--- src/hdl/sfir_pkg.sv ---
`timescale 1ns / 1ps
`default_nettype none

package sfir_pkg;

   localparam int TAPS_HALF_DEF = 6;
   localparam int CHANNELS_DEF  = 4;

   localparam int DATA_W    = 16;
   localparam int COEF_W    = 18;
   localparam int NUM_COEF  = 6;
   localparam int CSR_IDX_W = 3;

   // Pre-added pair, pair times coefficient, and the sum of up to eight products.
   localparam int PRE_W  = DATA_W + 1;
   localparam int PROD_W = PRE_W + COEF_W;
   localparam int ACC_W  = PROD_W + 3;

   localparam int RND_SHIFT = 15;
   localparam int RND_ADD   = 16384;

   localparam int R1_W = ACC_W - RND_SHIFT;
   localparam int GP_W = R1_W + COEF_W;

   localparam logic signed [COEF_W-1:0] NORM_GAIN_RESET = 18'sd32768;

   localparam logic [CSR_IDX_W-1:0] CSR_COEF_0    = 3'd0;
   localparam logic [CSR_IDX_W-1:0] CSR_COEF_1    = 3'd1;
   localparam logic [CSR_IDX_W-1:0] CSR_COEF_2    = 3'd2;
   localparam logic [CSR_IDX_W-1:0] CSR_COEF_3    = 3'd3;
   localparam logic [CSR_IDX_W-1:0] CSR_COEF_4    = 3'd4;
   localparam logic [CSR_IDX_W-1:0] CSR_COEF_5    = 3'd5;
   localparam logic [CSR_IDX_W-1:0] CSR_NORM_GAIN = 3'd6;

   typedef enum logic [4:0] {
      S_IDLE  = 5'b00001,
      S_SUM   = 5'b00010,
      S_ROUND = 5'b00100,
      S_GAIN  = 5'b01000,
      S_OUT   = 5'b10000
   } state_type;

endpackage

`default_nettype wire

--- src/hdl/sfir_cell.sv ---
`timescale 1ns / 1ps
`default_nettype none

module sfir_cell #(
   parameter int CHANNELS = sfir_pkg::CHANNELS_DEF
) (
   input  logic                                clock,
   input  logic                                reset,
   input  logic                                shift_en,
   input  logic signed [sfir_pkg::DATA_W-1:0]  fwd_src,
   output logic signed [sfir_pkg::DATA_W-1:0]  fwd_dst,
   input  logic signed [sfir_pkg::DATA_W-1:0]  back_src,
   output logic signed [sfir_pkg::DATA_W-1:0]  back_dst,
   input  logic signed [sfir_pkg::COEF_W-1:0]  coef,
   input  logic signed [sfir_pkg::ACC_W-1:0]   psum_src,
   output logic signed [sfir_pkg::ACC_W-1:0]   psum_dst
);
   import sfir_pkg::*;

   // Each cell holds one channel-interleaved segment of the forward half of the
   // delay line and one of the backward half. The head of each segment is a tap.
   logic signed [DATA_W-1:0] fwd_ff  [CHANNELS];
   logic signed [DATA_W-1:0] back_ff [CHANNELS];

   logic signed [PRE_W-1:0]  pre_sum;
   logic signed [PROD_W-1:0] prod_in;
   logic signed [PROD_W-1:0] prod_ff;
   logic signed [ACC_W-1:0]  psum_in;
   logic signed [ACC_W-1:0]  psum_ff;

   always_ff @(posedge clock) begin
      if (reset) begin
         for (int i = 0; i < CHANNELS; i++) begin
            fwd_ff[i]  <= '0;
            back_ff[i] <= '0;
         end
      end else if (shift_en) begin
         fwd_ff[0]  <= fwd_src;
         back_ff[0] <= back_src;
         for (int i = 1; i < CHANNELS; i++) begin
            fwd_ff[i]  <= fwd_ff[i-1];
            back_ff[i] <= back_ff[i-1];
         end
      end
   end

   assign fwd_dst  = fwd_ff[CHANNELS-1];
   assign back_dst = back_ff[CHANNELS-1];

   assign pre_sum = PRE_W'(fwd_ff[0]) + PRE_W'(back_ff[0]);
   assign prod_in = PROD_W'(pre_sum) * PROD_W'(coef);

   // The partial sum moves one cell toward the output each cycle.
   assign psum_in = ACC_W'(prod_ff) + psum_src;

   always_ff @(posedge clock) begin
      prod_ff <= prod_in;
      psum_ff <= psum_in;
   end

   assign psum_dst = psum_ff;

endmodule

`default_nettype wire

--- config.mk ---
export PLATFORM = sky130hd
export DESIGN_NAME = sfir_cell
export DESIGN_NICKNAME = d
export VERILOG_FILES = /design/src/hdl/sfir_pkg.sv /design/src/hdl/sfir_cell.sv
export SDC_FILE = /design/constraint.sdc
export NUM_CORES = 1
export LEC_CHECK = 0
export ABC_CLOCK_PERIOD_IN_PS = 9180
export CAP_MARGIN = 25
export CORE_ASPECT_RATIO = 1.4
export CORE_MARGIN = 5
export CORE_UTILIZATION = 35
export CTS_BUF_LIST = sky130_fd_sc_hd__clkbuf_8
export CTS_CLUSTER_SIZE = 20
export DETAILED_ROUTE_END_ITERATION = 16
export DONT_BUFFER_PORTS = 1
export GPL_TIMING_DRIVEN = 0
export SYNTH_ARGS = -nofsm -noshare
export SYNTH_HDL_FRONTEND = slang
export SYNTH_SLANG_ARGS = --single-unit
--- constraint.sdc ---
create_clock -name clock -period 9.18 [get_ports clock]
set_input_delay 0.918 -clock clock [delete_from_list [all_inputs] [get_ports clock]]
set_output_delay 0.918 -clock clock [all_outputs]
set_load 0.05 [all_outputs]
---- After elaboration in Yosys (flattened, before gate mapping) ----
Memory sizes are Yosys's and may differ from the RTL's.
Index checks and enable logic that the tools add are counted.
W data, S select, Z words.
storage, ports and cells
  register bits after elaboration ......... 73
  bits in writable memories ............... 128
  output and inout port bits .............. 70
  input bits .............................. 91
  memories ................................ 2
operators by class
  add/subtract/negate cells ............... 2
  multiply operators ...................... 1
  mux-type cells .......................... 13
  bitwise operators ....................... 8
memory list
  memory   words  bits a word  read ports  clocked after memory_dff  write ports  RTL line         source
  back_ff  4      16           4           0                         4            sfir_cell.sv:23  logic signed [DATA_W-1:0] back_ff [CHANNELS];
  fwd_ff   4      16           4           0                         4            sfir_cell.sv:22  logic signed [DATA_W-1:0] fwd_ff [CHANNELS];
operator list
  cell              count
  $mux W16          8
  $add A35 B38 Y38  1
  $mul A17 B18 Y35  1
  $add A16 B16 Y17  1
  $or A1 B1 Y1      8
  $mux W1           5

---- Logic depth before layout (Yosys ltp) ----
  word-level depth ........................ 4
  depth in mapped cells ................... 33
  mapped depth without buffers ............ 32

---- Worst setup path after synthesis ----
No wires, ideal clock.
  path kind ............................... flip-flop to flip-flop
  from .................................... mem back_ff[0][0]
  to ...................................... reg prod_ff[33]
  stages on the path, launching flop included .. 31
  setup time .............................. 72 ps
  arrival time ............................ 7396 ps
  clock period less this slack ............ 7468 ps
  required time ........................... 9108 ps
  setup slack ............................. 1712 ps
  buffers on the path ..................... 1
  cells stage by stage .................... edfxtp_1 -> ha_1 -> inv_1 -> fa_1 -> nor2b_1 -> o21a_1 -> o211ai_1 -> a31o_2 -> xnor2_1 -> clkbuf_1 -> nand2_1 -> fa_1 -> inv_1 -> fa_1 -> inv_1 -> fa_1 -> inv_1 -> fa_1 -> fa_1 -> inv_1 -> fa_1 -> inv_1 -> ha_1 -> nand4_1 -> a211oi_1 -> a211o_1 -> a2111o_1 -> a211oi_2 -> o21bai_2 -> a311oi_2 -> xnor2_1
RTL lines
  item                  RTL line         source
  start, declared       sfir_cell.sv:23
  end signal, assigned  sfir_cell.sv:57  prod_ff <= prod_in;
  end, declared         sfir_cell.sv:27  logic signed [PROD_W-1:0] prod_ff;

==> flow_metrics.env <==
export IMPL_post_synthesis_cell_area_um2=20200
export IMPL_critical_path_top_cell_by_count="sky130_fd_sc_hd__fa_1"
export IMPL_synth_simple_gate_area_share=0.158
export IMPL_timing_critical_path_fanout_max=10
export IMPL_synth_top_cells_by_count="sky130_fd_sc_hd__inv_1, sky130_fd_sc_hd__fa_1, sky130_fd_sc_hd__and2_1"
export IMPL_clkSinkCount=201
export IMPL_detail_route_wirelength_um=49300
export IMPL_syn_mean_instance_area_um2=10.3
export IMPL_finalNetCount=2547
export IMPL_start_kind="flip-flop"
export IMPL_synthToLayoutAreaGrowth_pct=8.54
export IMPL_remaining_drc_errors=0
export IMPL_vias_in_the_first_global_route=15000
export IMPL_crit_path_end_kind="flip-flop"
export IMPL_most_repeated_cell_in_the_gate_level_netlist_after_synthesis="sky130_fd_sc_hd__inv_1"
export IMPL_worstSkewPairLatency_ps=580
export IMPL_pin_count=161
export IMPL_status="finished, final reports clean"
export IMPL_groute_usage_overall=0.163
export IMPL_seq_area_frac_synth=0.263
export IMPL_fraction_of_synthesized_cell_area_in_xor_and_xnor_cells=0.0347
export IMPL_final_max_slew_viol_count=0
export IMPL_gp_congestion=0.927
export IMPL_ant_nets=0
export IMPL_yosys_top_cells_area="sky130_fd_sc_hd__fa_1, sky130_fd_sc_hd__edfxtp_1, sky130_fd_sc_hd__ha_1, sky130_fd_sc_hd__and2_1, sky130_fd_sc_hd__dfxtp_1"
export IMPL_timing_hold_violations_final=0
export IMPL_slowest_stage_cell_on_the_critical_path="sky130_fd_sc_hd__fa_1"
export IMPL_syn_nets=2501
export IMPL_detailedRoute_firstIterationViolations=715
export IMPL_synth_top_cell_area_share=0.311
export IMPL_core_area_um2=57300
export IMPL_drive_above_1_share=0.0380
export IMPL_antenna_found_initial=6
export IMPL_avgRoutedWirePerCell_um=17.8
export IMPL_tritoncts="done"
export IMPL_cts_max_level=2
export IMPL_drt_vias_per_instance=4.90
export IMPL_setup_ws_ps=554
export IMPL_synth_edf_count=128
export IMPL_postCtsHoldBufs=0
export IMPL_grt_remaining_overflow=0
export IMPL_netlist_instances=1957
export IMPL_placement_setup_worst_slack_ps=328
export IMPL_die_area_um2=62600
export IMPL_met2WireLength_um=26400
export IMPL_post_route_util=0.382
export IMPL_maximum_number_of_pins_on_one_net_before_global_route_repair=70
export IMPL_rsz_0062_raised_after_global_routing="no"
export IMPL_worstPathRequired_ps=9650
export IMPL_die_width_um=213
export IMPL_max_freq_mhz=116
export IMPL_num_vias=13600
export IMPL_report_final_setup_viol=0
export IMPL_slew_headroom=0.306
export IMPL_cts_max_path_buffers=3
export IMPL_post_detail_place_hpwl_um=41200
export IMPL_critPathKind="reg2reg"
export IMPL_route_top_layer_used="met4"
export IMPL_synth_compound_area_share=0.0694
export IMPL_largest_family_of_logic_cells_by_synthesized_area="adder cells"
export IMPL_critical_path_max_stage_delay_ps=580
export IMPL_finalNonFillerCells=2775
export IMPL_most_used_flip_flop_cell_after_synthesis="sky130_fd_sc_hd__edfxtp_1"
export IMPL_critPathArrivalTime_ps=9090
export IMPL_worst_slew_pin_transition_ps=1030
export IMPL_initial_utilization=0.352
export IMPL_count_of_state_elements_after_synthesis=201
export IMPL_yosys_cell_types_count=62
export IMPL_wl_met1_um=17600
export IMPL_cts_repair_timing_setup_buffer_count=0
export IMPL_grt_pass1_wl_um=79100
export IMPL_met3RoutedLength_um=2900
export IMPL_placed_cells=2709
export IMPL_cts_made_buffers=34
export IMPL_layout_worst_path_cycle_share=0.940
export IMPL_ys_async_sr_fraction=0
export IMPL_fin_worst_skew_ps=32.4
export IMPL_synth_mux_area_fraction=0.00105
export IMPL_adder_cell_share_of_the_synthesized_area=0.398
export IMPL_yosys_warnings=0
export IMPL_core_rowCount=104
export IMPL_min_period_ps=8630
export IMPL_dieHeight_um=294
export IMPL_post_synth_top_area_cell="sky130_fd_sc_hd__fa_1"
export IMPL_timing_hold_worst_class="in2reg"
export IMPL_max_cap_violations=0
export IMPL_clk_transition_reported_paths_ps=60
export IMPL_port_buffer_count=0
export IMPL_cts_root_buffer="sky130_fd_sc_hd__clkbuf_8"
export IMPL_drt_pass1_iter_count=5
-- state kept, by name, summed over array words and instances, names as in the netlist --
signal,flops
prod_ff,35
fwd_ff,64
back_ff,64
psum_dst,38
-- kinds of logic (layout without fill, tap and decap cells) --
kind of cell / Yosys count / after routing
muxes: 2 / 2
xor gates and xnor gates: 80 / 80
other: 0 / 8
DFF: 201 / 201
and+or+nand+nor: 609 / 609
buffers and inverters: 403 / 471
adders and majority gates: 453 / 453
AOI/OAI and AO/OA: 209 / 209
-- stage by stage --
stage / hold WS [ps] / TNS (ps) / cell area, um2
floorplan: 420 / 0 / 20200
global placement: 500 / -4.88 / 21100
detailed placement: 502 / 0 / 21200
CTS: 443 / 0 / 21900
global route: 473 / 0 / 21900
finish: 493 / 0 / 21900
-- area by class of cell --
type | instances | area, um2
clock buffers | 36 | 495
fillers | 5717 | 35400
plain buffers | 53 | 215
repair buffers | 11 | 103
diodes | 8 | 20.0
well taps | 742 | 928
clock inverters | 22 | 156
multi-input cells | 1353 | 13400
inverters | 349 | 1310
flip-flops and latches | 201 | 5310
-- per-layer routing --
layer	GRT usage	up-vias
met4	0.0743	0
li1	-	6275
met1	0.182	6846
met5	0	-
met3	0.0282	110
met2	0.299	368
-- worst paths after layout --
check	to	startpoint	slack, ps	cells past startpoint
setup / recovery	prod_ff[32]	back_ff[0][1]	550	28
hold / removal	psum_dst[0]	psum_src[0]	490	1
setup reg to reg	prod_ff[32]	back_ff[0][1]	550	28
hold reg to reg	psum_dst[0]	prod_ff[0]	500	1
-- what timing repair did --
action                                 in CTS  in global routing
setup endpoints to repair                   0                  5
endpoints found under the hold margin       0                  0
resized for setup                           0                  4
-- layout by cell type (no fill, tap or decap), types with 10 or more instances in the layout --
master,netlist,final
sky130_fd_sc_hd__a21oi_1,64,64
sky130_fd_sc_hd__nand2_1,187,187
sky130_fd_sc_hd__dfxtp_1,73,73
sky130_fd_sc_hd__o21a_1,13,13
sky130_fd_sc_hd__a21o_1,21,21
sky130_fd_sc_hd__nor3_1,22,22
sky130_fd_sc_hd__and2_1,259,259
sky130_fd_sc_hd__ha_1,140,140
sky130_fd_sc_hd__xnor2_1,66,64
sky130_fd_sc_hd__edfxtp_1,128,128
sky130_fd_sc_hd__nor2b_1,32,32
sky130_fd_sc_hd__buf_4,0,10
sky130_fd_sc_hd__inv_1,349,361
sky130_fd_sc_hd__o21ai_0,29,29
sky130_fd_sc_hd__o211ai_1,11,11
sky130_fd_sc_hd__nand3_1,11,11
sky130_fd_sc_hd__xor2_1,14,14
sky130_fd_sc_hd__clkbuf_1,52,50
sky130_fd_sc_hd__o21bai_1,13,13
sky130_fd_sc_hd__clkbuf_8,0,36
sky130_fd_sc_hd__fa_1,313,313
sky130_fd_sc_hd__nor2_1,51,51
-- worst max-delay path, delay by kind of cell, from the launching register on --
| family | cells | cell delay, ps |
|---|---|---|
| adder cells (fa/ha/maj) | 8 | 3760 |
| AO/OA/AOI/OAI | 11 | 2600 |
| AND/OR/NAND/NOR | 4 | 790 |
| buffers and inverters | 4 | 590 |
| flip-flops | 1 | 430 |
| XOR/XNOR | 1 | 350 |
Power is not shown: default switching activity piles up to over one toggle a cycle in this logic, so the estimate is an artifact.
